File: config.mk
export PLATFORM = sky130hd
export DESIGN_NAME = ps2_mouse_packet_tracker
export DESIGN_NICKNAME = d
export VERILOG_FILES = /design/src/rtl/ps2mt_pkg.sv /design/src/rtl/ps2_mouse_packet_tracker.sv
export SDC_FILE = /design/constraint.sdc
export NUM_CORES = 1
export LEC_CHECK = 0
export BUFFER_PORTS_ARGS = -buffer_cell sky130_fd_sc_hd__buf_4
export CAP_MARGIN = 20
export CORE_ASPECT_RATIO = 0.5
export CORE_MARGIN = 5
export CORE_UTILIZATION = 30
export DETAILED_ROUTE_END_ITERATION = 12
export GPL_TIMING_DRIVEN = 0
export SLEW_MARGIN = 5
export SYNTH_ARGS = -nofsm -noshare
export SYNTH_HDL_FRONTEND = slang
export SYNTH_SLANG_ARGS = --single-unit
File: constraint.sdc
create_clock -name clk -period 13.5 [get_ports clk]
set_input_delay 2.7 -clock clk [delete_from_list [all_inputs] [get_ports clk]]
set_output_delay 2.7 -clock clk [all_outputs]
set_load 0.005 [all_outputs]
File: src/rtl/ps2mt_pkg.sv
// Types and constants for the PS/2 mouse packet tracker.
`timescale 1ns / 1ps
package ps2mt_pkg;
	localparam int BYTE_W      = 8;
	localparam int GAIN_W      = 16;
	localparam int BOUND_W     = 13;
	localparam int STEP_W      = 17;
	localparam int BTN_W       = 3;
	localparam int CFG_IDX_W   = 3;
	localparam int CFG_DATA_W  = 16;
	localparam int FLAG_KEEP_W = 6;

	// flags byte layout
	localparam int FLAG_VALID_BIT = 3;
	localparam int FLAG_XSIGN_BIT = 4;
	localparam int FLAG_YSIGN_BIT = 5;

	// delta is 9 bits signed; negated Y needs one more bit
	localparam int DELTA_W = 10;
	localparam int MULT_W  = DELTA_W + GAIN_W + 1;

	localparam logic [STEP_W-2:0] STEP_MAX = '1;

	localparam logic [GAIN_W-1:0]  GAIN_RESET   = 16'd512;
	localparam logic [BOUND_W-1:0] WIDTH_RESET  = 13'd640;
	localparam logic [BOUND_W-1:0] HEIGHT_RESET = 13'd480;

	typedef enum logic [CFG_IDX_W-1:0] {
		REG_X_GAIN        = 3'd0,
		REG_Y_GAIN        = 3'd1,
		REG_SCREEN_WIDTH  = 3'd2,
		REG_SCREEN_HEIGHT = 3'd3
	} cfg_reg_t;

	typedef enum logic [1:0] {
		BYTE_FLAGS = 2'd0,
		BYTE_X     = 2'd1,
		BYTE_Y     = 2'd2
	} byte_pos_t;

	typedef struct packed {
		logic cap_flags;
		logic cap_x;
		logic pkt_done;
	} byte_ctl_t;
endpackage

File: src/rtl/ps2_mouse_packet_tracker.sv
// Top level of the PS/2 mouse packet tracker: byte framing, scaling, cursor update.
`timescale 1ns / 1ps
// Usage
//   Input channel (in_valid / in_stall / data_byte): raw mouse bytes, grouped
//   in threes as flags, X, Y. A packet whose flags byte has bit 3 clear is
//   dropped and gives no result item.
//   Output channel (out_valid / out_stall / pos_*, button_bits, step_*): one
//   item per kept packet: clamped cursor, buttons, scaled signed steps.
//   Config channel (cfg_valid / cfg_ready / cfg_index / cfg_data): gains and
//   screen bounds; cfg_ready is always high, writes to index 4..7 are dropped.
//   Write config only while no packet is in flight.
// Timing
//   The Y byte is accepted into the packet register; the result item is shown
//   once it moves on into the result register. One byte is taken every cycle
//   while in_stall is low; the single 10x17 multiply per axis plus the position
//   add and clamp sit between the packet register and the result register.
// Reset
//   Gains 2.0, screen 640x480, cursor at screen center, byte framing at flags.
// Stall
//   A valid result register holds while out_stall is high. A following packet may
//   wait in the packet register; in_stall rises only when both are full.
module ps2_mouse_packet_tracker
	import ps2mt_pkg::*;
#(
	parameter int POS_BITS       = 12,
	parameter int GAIN_FRAC_BITS = 8
) (
	input  logic                     clk,
	input  logic                     arst_n,
	input  logic                     in_valid,
	output logic                     in_stall,
	input  logic [BYTE_W-1:0]        data_byte,
	output logic                     out_valid,
	input  logic                     out_stall,
	output logic [POS_BITS-1:0]      pos_x,
	output logic [POS_BITS-1:0]      pos_y,
	output logic [BTN_W-1:0]         button_bits,
	output logic signed [STEP_W-1:0] step_x,
	output logic signed [STEP_W-1:0] step_y,
	input  logic                     cfg_valid,
	output logic                     cfg_ready,
	input  logic [CFG_IDX_W-1:0]     cfg_index,
	input  logic [CFG_DATA_W-1:0]    cfg_data
);
	localparam int BASE_W = POS_BITS + GAIN_FRAC_BITS;
	localparam int SUM_W  = ((BASE_W > MULT_W) ? BASE_W : MULT_W) + 1;
	localparam int P_W    = SUM_W - GAIN_FRAC_BITS;
	localparam int CMP_W  = ((BOUND_W > POS_BITS) ? BOUND_W : POS_BITS) + 1;
	localparam logic [POS_BITS-1:0] POS_MAX     = '1;
	localparam logic [POS_BITS-1:0] CUR_X_RESET = POS_BITS'(WIDTH_RESET >> 1);
	localparam logic [POS_BITS-1:0] CUR_Y_RESET = POS_BITS'(HEIGHT_RESET >> 1);

	// scaled step: magnitude shifted down (toward zero), saturated
	function automatic logic signed [STEP_W-1:0] scale_step(
		input logic signed [MULT_W-1:0] prod
	);
		logic [MULT_W-1:0]   mag;
		logic [MULT_W-1:0]   mag_sh;
		logic [STEP_W-2:0]   sat;
		logic [STEP_W-1:0]   res;
		mag    = prod[MULT_W-1] ? MULT_W'(-prod) : MULT_W'(prod);
		mag_sh = mag >> GAIN_FRAC_BITS;
		sat    = (mag_sh > MULT_W'(STEP_MAX)) ? STEP_MAX : mag_sh[STEP_W-2:0];
		res    = {1'b0, sat};
		return prod[MULT_W-1] ? $signed(-res) : $signed(res);
	endfunction

	// new position: floor of (cur.frac + prod), clamped to 0..limit
	function automatic logic [POS_BITS-1:0] move_axis(
		input logic [POS_BITS-1:0]      cur,
		input logic signed [MULT_W-1:0] prod,
		input logic [BOUND_W-1:0]       bound
	);
		logic signed [SUM_W-1:0] base;
		logic signed [SUM_W-1:0] sum;
		logic [P_W-1:0]          p;
		logic [CMP_W-1:0]        bound_m1;
		logic [POS_BITS-1:0]     lim;
		base     = $signed(SUM_W'({cur, {GAIN_FRAC_BITS{1'b0}}}));
		sum      = base + SUM_W'(prod);
		p        = sum[SUM_W-1:GAIN_FRAC_BITS];
		bound_m1 = CMP_W'(bound) - CMP_W'(1);
		if (bound != '0 && bound_m1 < CMP_W'(POS_MAX))
			lim = bound_m1[POS_BITS-1:0];
		else
			lim = POS_MAX;
		if (sum[SUM_W-1])
			return '0;
		else if (p > P_W'(lim))
			return lim;
		else
			return p[POS_BITS-1:0];
	endfunction

	// config registers
	logic [GAIN_W-1:0]  x_gain_q, y_gain_q;
	logic [BOUND_W-1:0] width_q, height_q;

	// byte framing
	byte_pos_t   byte_pos_q, byte_pos_d;
	byte_ctl_t   byte_ctl;
	logic        in_fire;
	logic [FLAG_KEEP_W-1:0] flags_q;
	logic [BYTE_W-1:0]      x_byte_q;

	// packet register
	logic                   pkt_valid_s1;
	logic [FLAG_KEEP_W-1:0] flags_s1;
	logic [BYTE_W-1:0]      x_byte_s1, y_byte_s1;
	logic                   s1_move;

	// result register
	logic                     out_valid_q;
	logic [POS_BITS-1:0]      cursor_x_q, cursor_y_q;
	logic [BTN_W-1:0]         btn_q;
	logic signed [STEP_W-1:0] step_x_q, step_y_q;

	// datapath
	logic signed [DELTA_W-1:0]  dx, dy;
	logic signed [GAIN_W:0]     gx, gy;
	logic signed [MULT_W-1:0]   px, py;

	assign cfg_ready = 1'b1;

	always_ff @(posedge clk or negedge arst_n) begin
		if (!arst_n) begin
			x_gain_q <= GAIN_RESET;
			y_gain_q <= GAIN_RESET;
			width_q  <= WIDTH_RESET;
			height_q <= HEIGHT_RESET;
		end else if (cfg_valid && cfg_ready) begin
			unique case (cfg_index)
				REG_X_GAIN:        x_gain_q <= cfg_data;
				REG_Y_GAIN:        y_gain_q <= cfg_data;
				REG_SCREEN_WIDTH:  width_q  <= cfg_data[BOUND_W-1:0];
				REG_SCREEN_HEIGHT: height_q <= cfg_data[BOUND_W-1:0];
				default: ;
			endcase
		end
	end

	// input is held only when a packet waits behind a stalled result
	assign in_stall = pkt_valid_s1 && out_valid_q && out_stall;
	assign in_fire  = in_valid && !in_stall;
	assign s1_move  = pkt_valid_s1 && (!out_valid_q || !out_stall);

	// byte framing: next state
	always_comb begin
		unique case (byte_pos_q)
			BYTE_FLAGS: byte_pos_d = BYTE_X;
			BYTE_X:     byte_pos_d = BYTE_Y;
			BYTE_Y:     byte_pos_d = BYTE_FLAGS;
			default:    byte_pos_d = BYTE_X;  // stray code acts as flags position
		endcase
	end

	// byte framing: strobes
	always_comb begin
		byte_ctl = '0;
		unique case (byte_pos_q)
			BYTE_X:  byte_ctl.cap_x     = in_fire;
			BYTE_Y:  byte_ctl.pkt_done  = in_fire;
			default: byte_ctl.cap_flags = in_fire;
		endcase
	end

	always_ff @(posedge clk or negedge arst_n) begin
		if (!arst_n)
			byte_pos_q <= BYTE_FLAGS;
		else if (in_fire)
			byte_pos_q <= byte_pos_d;
	end

	always_ff @(posedge clk) begin
		if (byte_ctl.cap_flags)
			flags_q <= data_byte[FLAG_KEEP_W-1:0];
		if (byte_ctl.cap_x)
			x_byte_q <= data_byte;
	end

	// packet register: only kept packets enter
	always_ff @(posedge clk or negedge arst_n) begin
		if (!arst_n) begin
			pkt_valid_s1 <= 1'b0;
		end else begin
			pkt_valid_s1 <= (byte_ctl.pkt_done && flags_q[FLAG_VALID_BIT]) ||
				(pkt_valid_s1 && !s1_move);
		end
	end

	always_ff @(posedge clk) begin
		if (byte_ctl.pkt_done) begin
			flags_s1  <= flags_q;
			x_byte_s1 <= x_byte_q;
			y_byte_s1 <= data_byte;
		end
	end

	// 9-bit signed deltas; Y is negated
	assign dx = DELTA_W'($signed({flags_s1[FLAG_XSIGN_BIT], x_byte_s1}));
	assign dy = -DELTA_W'($signed({flags_s1[FLAG_YSIGN_BIT], y_byte_s1}));
	assign gx = $signed({1'b0, x_gain_q});
	assign gy = $signed({1'b0, y_gain_q});
	assign px = MULT_W'(dx) * MULT_W'(gx);
	assign py = MULT_W'(dy) * MULT_W'(gy);

	always_ff @(posedge clk or negedge arst_n) begin
		if (!arst_n) begin
			out_valid_q <= 1'b0;
			cursor_x_q  <= CUR_X_RESET;
			cursor_y_q  <= CUR_Y_RESET;
		end else if (s1_move) begin
			out_valid_q <= 1'b1;
			cursor_x_q  <= move_axis(cursor_x_q, px, width_q);
			cursor_y_q  <= move_axis(cursor_y_q, py, height_q);
		end else if (!out_stall) begin
			out_valid_q <= 1'b0;
		end
	end

	always_ff @(posedge clk) begin
		if (s1_move) begin
			btn_q    <= flags_s1[BTN_W-1:0];
			step_x_q <= scale_step(px);
			step_y_q <= scale_step(py);
		end
	end

	// cursor only changes when a new item loads, so it doubles as the output
	assign out_valid   = out_valid_q;
	assign pos_x       = cursor_x_q;
	assign pos_y       = cursor_y_q;
	assign button_bits = btn_q;
	assign step_x      = step_x_q;
	assign step_y      = step_y_q;
endmodule

== Word level (Yosys, flattened, before mapping) ==
Index checks and enable logic that the tools add are counted.

* Bits in registers: 159
* Output and inout port bits: 64
* Input bits: 32
* Logic and storage cells: 84

* Muxes and demuxes: 20
* $mul: 2
* $lt $le $gt $ge: 6
* $add $sub $neg: 9
* Reductions and logical operators: 22
* Equal/unequal tests: 6

{| class="wikitable"
|+ Operators with widths
! cell !! count
|-
| two-way mux 12 bit || 8
|-
| two-way mux 16 bit || 4
|-
| two-way mux 27 bit || 2
|-
| greater-than comparator 20 x 12 -> 1 bit || 2
|-
| greater-than comparator 19 x 16 -> 1 bit, second input constant || 2
|-
| negation 16 -> 17 bit || 2
|-
| adder 21 x 27 -> 28 bit || 1
|-
| less-than comparator 14 x 12 -> 1 bit, second input constant || 2
|-
| subtractor 13 x 1 -> 14 bit, second input constant || 2
|-
| adder 21 x 26 -> 27 bit || 1
|-
| multiplier 10 x 17 -> 27 bit || 1
|-
| negation 26 -> 27 bit || 1
|-
| negation 27 bit || 1
|-
| multiplier 9 x 17 -> 26 bit || 1
|-
| nonzero test 13 bit || 2
|-
| negation 9 -> 10 bit || 1
|-
| logical AND 1 bit || 8
|-
| AND reduction 2 bit || 4
|-
| == test 3 x 2 -> 1 bit, second input constant || 2
|-
| two-way mux 1 bit || 5
|-
| logical NOT 1 bit || 4
|-
| one-hot mux 2 bit (2 select lines) || 1
|-
| == test 3 x 1 -> 1 bit, second input constant || 1
|-
| logical NOT 3 bit || 1
|-
| 5 further kinds || 6
|}

== Depth between registers and ports, before layout ==
Gate-level depths: netlist of run 1.

* Word-level depth: 8
* Depth in mapped cells: 42
* Mapped depth without buffers: 38

== Worst setup path after synthesis of run 1 ==
No wires, ideal clock.

* Path kind: register -> register
* Start: register y_byte_s1[3]
* End: register cursor_y_q[10] (netlist: pos_y[10])
* Data required time: 13.378 ns
* Cell stages (with the launch flop): 38
* Buffers on the path: 3
* Period minus slack after synthesis: 9.277 ns
* Path slack: 4.223 ns
* Arrival: 9.155 ns
* Setup time: 0.122 ns
* Cell sequence: edfxtp_1 -> nor4_1 -> nand2b_1 -> nor4_1 -> or2_2 -> clkbuf_1 -> nor2_1 -> fa_1 -> fa_1 -> fa_1 -> fa_1 -> inv_1 -> fa_1 -> inv_1 -> ha_1 -> clkbuf_1 -> o21ai_0 -> a21oi_1 -> [2 not listed] -> ha_1 -> o21ai_0 -> a21boi_0 -> o21ai_0 -> nor2b_1 -> xnor2_1 -> ha_1 -> a21o_1 -> a21o_1 -> a21oi_1 -> nor2b_1 -> o31a_1 -> o21a_1 -> o32ai_1 -> o211ai_1 -> clkbuf_1 -> or2_0 -> a32o_1

* Longest elaborated chain between the ends: 6

{| class="wikitable"
|+ RTL lines
! element !! RTL line !! RTL
|-
| start: declaration || ps2_mouse_packet_tracker.sv:109 || <nowiki>logic [BYTE_W-1:0] x_byte_s1, y_byte_s1;</nowiki>
|-
| start signal: assignment || ps2_mouse_packet_tracker.sv:195 || <nowiki>y_byte_s1 <= data_byte;</nowiki>
|-
| negation 9 -> 10 bit (*) || ps2_mouse_packet_tracker.sv:201 || <nowiki>assign dy = -DELTA_W'($signed({flags_s1[FLAG_YSIGN_BIT], y_byte_s1}));</nowiki>
|-
| multiplier 10 x 17 -> 27 bit (*) || ps2_mouse_packet_tracker.sv:205 || <nowiki>assign py = MULT_W'(dy) * MULT_W'(gy);</nowiki>
|-
| adder 21 x 27 -> 28 bit (*) || ps2_mouse_packet_tracker.sv:80 || <nowiki>sum = base + SUM_W'(prod);</nowiki>
|-
| greater-than comparator 20 x 12 -> 1 bit || ps2_mouse_packet_tracker.sv:89 || <nowiki>else if (p > P_W'(lim))</nowiki>
|-
| two-way mux 12 bit || ps2_mouse_packet_tracker.sv:89 ||
|-
| two-way mux 12 bit (*) || ps2_mouse_packet_tracker.sv:87 || <nowiki>if (sum[SUM_W-1])</nowiki>
|-
| end signal: assignment || ps2_mouse_packet_tracker.sv:215 || <nowiki>cursor_y_q <= move_axis(cursor_y_q, py, height_q);</nowiki>
|-
| end: declaration || ps2_mouse_packet_tracker.sv:114 || <nowiki>logic [POS_BITS-1:0] cursor_x_q, cursor_y_q;</nowiki>
|}

Every way passes the cells marked *; elsewhere a longest branch is shown, timed or not.
A chain may end at the register's enable or synchronous reset.

== Final worst setup path of run 1 ==
* Start: register y_byte_s1[0]
* End: register cursor_y_q[9] (netlist: pos_y[9])

Same word-level chain as after synthesis.

==> results.py, run 1 <==
metrics = {
    "detailed_routing": {
        "routed_wl_mm": 56.18,
        "firstDrtPassIters": 5,
        "drtIter0Drc": 1148,
        "viasPerCell": 5.044,
        "antenna_left": 0,
        "post-route-drc-count": 0,
        "num_vias": 17220,
        "wl_per_cell_um": 16.46,
    },
    "placement": {
        "io_buffers": 94,
        "gp_congestion": 0.8710,
        "hpwl_mm": 44.83,
        "dpl.cell_count": 3380,
    },
    "synthesis": {
        "ys_async_sr_fraction_pct": 54.43,
        "synth_edf_count": 72,
        "yosys-top-cells-area": "fa_1 (20%), ha_1 (12%), edfxtp_1 (10%)",
        "syn_nets": 2786,
        "ys_warn_count": 0,
        "syn-cell-area_sq_um": 21110,
        "synth_cell_types": 98,
        "synthCells": 2338,
        "yosys.area.top_type_share_pct": 20.10,
        "yosysSeqAreaShare_pct": 20.52,
        "synth_seq_cells": 158,
        "yosysTopAreaCell": "fa_1",
        "yosys_most_used_dff": "edfxtp_1",
        "syn_area_per_cell_sq_um": 9.031,
    },
    "final_layout": {
        "multiInputGateArea_sq_um": 15320,
        "final_util_pct": 34.14,
        "layout_common_cells": "inv_1 (279), nand2_1 (265), fa_1 (212), ha_1 (204), and2_1 (151)",
        "area_growth_pct": 12.12,
        "n_fill_cell": 7172,
        "nets": 2903,
        "fin_cells": 3414,
        "drive_gt1_share_pct": 9.643,
        "seq_area_sq_um": 4332,
        "layout_commonest_cell": "inv_1",
    },
    "floorplan": {
        "core_area_sq_um": 69340,
        "dieArea_sq_um": 76110,
        "die_y_um": 197.6,
        "die_w_um": 385.2,
        "ios": 96,
        "initial_core_util_pct": 30.45,
        "fp-row-count": 68,
    },
    "worst_setup_path": {
        "ff2ff_path_depth": 40,
        "required_ns": 13.82,
        "crit_cells": 40,
        "slowest_delay_ns": 0.94,
        "crit_type": "reg -> reg",
        "critPathMaxFanout": 10,
        "reg2reg_slack_ns": 1.75,
        "crit_slowest_cell": "a311oi_1",
        "crit_family": "adder cells",
        "critPathCaptureType": "flop",
        "cp-start-kind": "flop",
        "worst-path-buf-inv": 9,
        "cp.arrival_ns": 12.07,
    },
    "grt": {
        "grtUsageTotal_pct": 14.67,
        "antenna_found_initial": 0,
        "grt_pass1_vias": 17140,
        "grt_max_degree": 87,
        "grt-ovfl-total": 0,
        "grt_first_pass_wirelength_mm": 90.63,
    },
    "sta": {
        "drv_slew": 0,
        "tightest_slew_ns": 1.163,
        "slew_headroom_pct": 21.94,
        "final.setup_skew_ns": 0.01725,
        "finalHoldViolCount": 0,
        "setup_tns_ns": 0,
        "rsz0062_at_grt": "false",
        "period_share_pct": 87.07,
        "hold_ws_ns": 0.4122,
        "finalSetupViolCount": 0,
        "fmax_mhz": 85.07,
        "finalCriticalPeriod_ns": 11.75,
    },
    "run_status": {
        "status": "complete, no violations",
    },
    "hold_path": {
        "holdPathStages": 0,
        "hp-class": "reg -> reg",
    },
    "clocking": {
        "post_cts.repair.setup_buffers": 0,
        "cts_buffer_depth": 2,
        "cts_made_buffers": 17,
        "hold_buffers": 0,
        "cts_resized": 0,
        "insertion_delay_ns": 0.45,
        "cts.htree.levels": 4,
        "cts_tree": "built",
        "cts.sinks": 158,
        "path_clk_slew_ns": 0.07,
        "root_buffer": "clkbuf_16",
    },
    "flow_run": {
        "drv_cap": 0,
    },
}
==> cell usage after synthesis, types with 7 or more instances <==
cell type / number
nand2_1: 265
o21ai_0: 65
a211o_1: 9
a211oi_1: 17
a21o_1: 31
or3_1: 23
fa_1: 212
nor2_1: 114
o31ai_1: 25
nor2b_1: 18
o21a_1: 20
mux2i_1: 16
inv_1: 280
and3_1: 17
nor3b_1: 7
nand4_1: 15
nor3_1: 47
nor4_1: 13
o211ai_1: 17
xnor2_1: 56
xor2_1: 30
ha_1: 204
clkbuf_1: 99
nand3_1: 39
mux2_2: 58
edfxtp_1: 72
dfstp_2: 14
or4_1: 7
a31oi_1: 16
a21oi_1: 80
a2111oi_0: 8
o22ai_1: 8
buf_2: 7
nand2b_1: 35
o21ai_1: 26
dfrtp_1: 72
and2_1: 151
==> cell type report <==
type	count	share of cell area (%)
antenna	1	0.01057
buffer	107	1.749
clock buffer	18	1.813
clock inverter	14	0.6501
inverter	282	4.471
multi-input combinational	1791	64.73
sequential	158	18.30
tap	945	4.994
timing repair buffer	98	3.287
==> state kept, by name (all words and copies together) (netlist names) <==
register	flops
step_x	17
step_y	17
x_gain_q	16
y_gain_q	16
height_q	13
width_q	13
pos_x	12
pos_y	12
x_byte_q	8
x_byte_s1	8
y_byte_s1	8
flags_q	6
flags_s1	5
button_bits	3
byte_pos_q	2
out_valid	1
pkt_valid_s1	1
==> routing by layer <==
metal  wire length (um)  global-route usage (%)  vias to the layer above
met5                  0                       0                        -
met4               1427                   4.615                        0
met3               2636                   2.384                       66
met2              27160                   25.06                      368
met1              24960                   19.13                     8604
li1                   -                       -                     8182
==> final timing paths <==
| check | startpoint | to |
|---|---|---|
| min in group asynchronous | arst_n | height_q[4] |
| max in group asynchronous | arst_n | x_gain_q[9] |
| max reg2reg | y_byte_s1[0] | pos_y[9] |
| min | x_byte_q[5] | x_byte_s1[5] |
| min reg2reg | x_byte_q[5] | x_byte_s1[5] |
| max | y_byte_s1[0] | pos_y[9] |
==> through the flow <==
stage                     instance area, sq um  setup slack (ns)
after global routing                     23670             1.004
after global placement                   23000             1.791
after detailed placement                 23060             1.861
after CTS                                23640             1.792
after floorplan                          21110             4.223
final                                    23670             1.746
==> kinds of logic (layout without fill, tap and decap cells) <==
group           count (synthesis)  after routing  share of synthesized area, %
mux                            76             76                         3.959
compound gates                407            407                         13.29
simple gates                  804            804                         19.41
fa+ha+maj                     416            416                         32.19
flops                         158            158                         20.52
xor+xnor                       87             87                         3.644
buf+inv                       389            519                         6.975
other cells                     1              2                       0.01776
Power of run 1 is not shown: default switching activity piles up to over one toggle a cycle in this logic, so the estimate is an artifact.
==> inputs of run 2 (changes only) <==
--- a/config.mk
+++ b/config.mk
@@ -5,12 +5,13 @@
 export SDC_FILE = /design/constraint.sdc
 export NUM_CORES = 1
 export LEC_CHECK = 0
-export BUFFER_PORTS_ARGS = -buffer_cell sky130_fd_sc_hd__buf_4
+export BUFFER_PORTS_ARGS = -buffer_cell sky130_fd_sc_hd__buf_2
 export CAP_MARGIN = 20
 export CORE_ASPECT_RATIO = 0.5
 export CORE_MARGIN = 5
-export CORE_UTILIZATION = 30
+export CORE_UTILIZATION = 44
 export DETAILED_ROUTE_END_ITERATION = 12
+export GPL_ROUTABILITY_DRIVEN = 1
 export GPL_TIMING_DRIVEN = 0
 export SLEW_MARGIN = 5
 export SYNTH_ARGS = -nofsm -noshare
==> results.py, run 2 (same netlist as run 1, synthesis figures left out) <==
metrics = {
    "sta": {
        "slew_headroom_pct": 34.62,
        "finalSetupViolCount": 0,
        "final.setup_skew_ns": 0.01581,
        "rsz0062_at_grt": "false",
        "period_share_pct": 86.50,
        "tightest_slew_ns": 0.9807,
        "drv_slew": 0,
        "fmax_mhz": 85.63,
        "setup_tns_ns": 0,
        "finalHoldViolCount": 0,
        "finalCriticalPeriod_ns": 11.68,
    },
    "worst_setup_path": {
        "rr_endpoint": "pos_y[9]",
        "crit_family": "adder cells",
        "slowest_delay_ns": 0.67,
        "crit_slowest_cell": "xnor2_1",
        "crit_start": "y_byte_s1[0]",
        "critPathCaptureType": "flop",
        "cp.arrival_ns": 12.00,
        "reg2reg_slack_ns": 1.82,
        "ff2ff_path_depth": 41,
        "crit_type": "reg -> reg",
        "cp-start-kind": "flop",
        "worst-path-buf-inv": 11,
        "critPathMaxFanout": 10,
        "required_ns": 13.83,
        "regToRegStartpoint": "y_byte_s1[0]",
    },
    "clocking": {
        "root_buffer": "clkbuf_16",
        "cts_resized": 0,
        "cts_buffer_depth": 2,
        "cts.sinks": 158,
        "cts_made_buffers": 17,
        "cts.htree.levels": 4,
        "post_cts.repair.setup_buffers": 0,
        "insertion_delay_ns": 0.45,
        "path_clk_slew_ns": 0.07,
        "hold_buffers": 0,
        "cts_tree": "built",
    },
    "grt": {
        "grt_pass1_vias": 16680,
        "grt-ovfl-total": 0,
        "grt_max_degree": 48,
        "grt_first_pass_wirelength_mm": 89.57,
        "antenna_found_initial": 2,
        "grtUsageTotal_pct": 21.06,
    },
    "final_layout": {
        "multiInputGateArea_sq_um": 15330,
        "layout_commonest_cell": "inv_1",
        "nets": 2904,
        "n_fill_cell": 4557,
        "layout_common_cells": "inv_1 (279), nand2_1 (265), fa_1 (212), ha_1 (204), and2_1 (151)",
        "n_antenna_cell": 0,
        "seq_area_sq_um": 4332,
        "drive_gt1_share_pct": 9.761,
        "area_growth_pct": 9.452,
    },
    "run_status": {
        "status": "complete, no violations",
    },
    "placement": {
        "hpwl_mm": 43.69,
        "io_buffers": 94,
        "gp_congestion": 0.8896,
    },
    "floorplan": {
        "fp-row-count": 56,
        "die_w_um": 319.8,
        "dieArea_sq_um": 52730,
        "die_y_um": 164.9,
        "initial_core_util_pct": 44.78,
        "ios": 96,
        "core_area_sq_um": 47160,
    },
    "detailed_routing": {
        "wl_met3_mm": 2.479,
        "firstDrtPassIters": 5,
        "antenna_left": 0,
        "num_vias": 16880,
        "drtIter0Drc": 1147,
        "post-route-drc-count": 0,
        "highest_layer": "met4",
        "wl_per_cell_um": 17.62,
        "wl_met2_mm": 25.17,
        "routed_wl_mm": 54.75,
        "met1_length_mm": 25.97,
        "viasPerCell": 5.432,
    },
    "hold_path": {
        "hold_path_startpoint": "flags_q[0]",
        "hp-class": "reg -> reg",
        "min_to": "flags_s1[0]",
        "holdPathStages": 0,
    },
    "flow_run": {
        "drv_cap": 0,
    },
}
[run 2: through the flow]
step,cell area (sq um),util [%],setup slack [ns],cells,hold WS (ns)
after floorplan,21110,-,4.223,2338,0.4003
after global routing,23110,49.01,0.9909,3107,0.4307
final,23110,49.01,1.822,3107,0.4189
after CTS,23100,49.00,1.598,3106,0.4184
after detailed placement,22460,47.63,1.750,3074,0.4057
after global placement,22380,47.47,1.717,3070,0.4011
[run 2: worst max path at each step]
stage | to | slack (ns) | cells after the start
6_report | pos_y[9] | 1.82 | 41
5_1_grt | pos_y[9] | 0.99 | 41
4_1_cts | pos_y[9] | 1.60 | 40
3_5_place_dp | pos_y[9] | 1.75 | 40
3_3_place_gp | pos_y[9] | 1.72 | 37
2_1_floorplan | pos_y[10] | 4.22 | 37
[run 2: metal layers]
layer  GRT usage [%]  up-vias
met5               0        -
met4           5.187        0
met3           3.404       76
met2           35.00      345
met1           29.10     8282
li1                -     8174
[run 2: layout make-up]
cell class,instances,area share [%]
flip-flops and latches,158,18.74
multi-input cells,1791,66.33
plain buffers,107,1.792
clock buffers,20,2.117
repair buffers,99,2.306
well taps,638,3.454
inverters,282,4.580
clock inverters,12,0.6714
Power of run 2 is left out for the same reason.
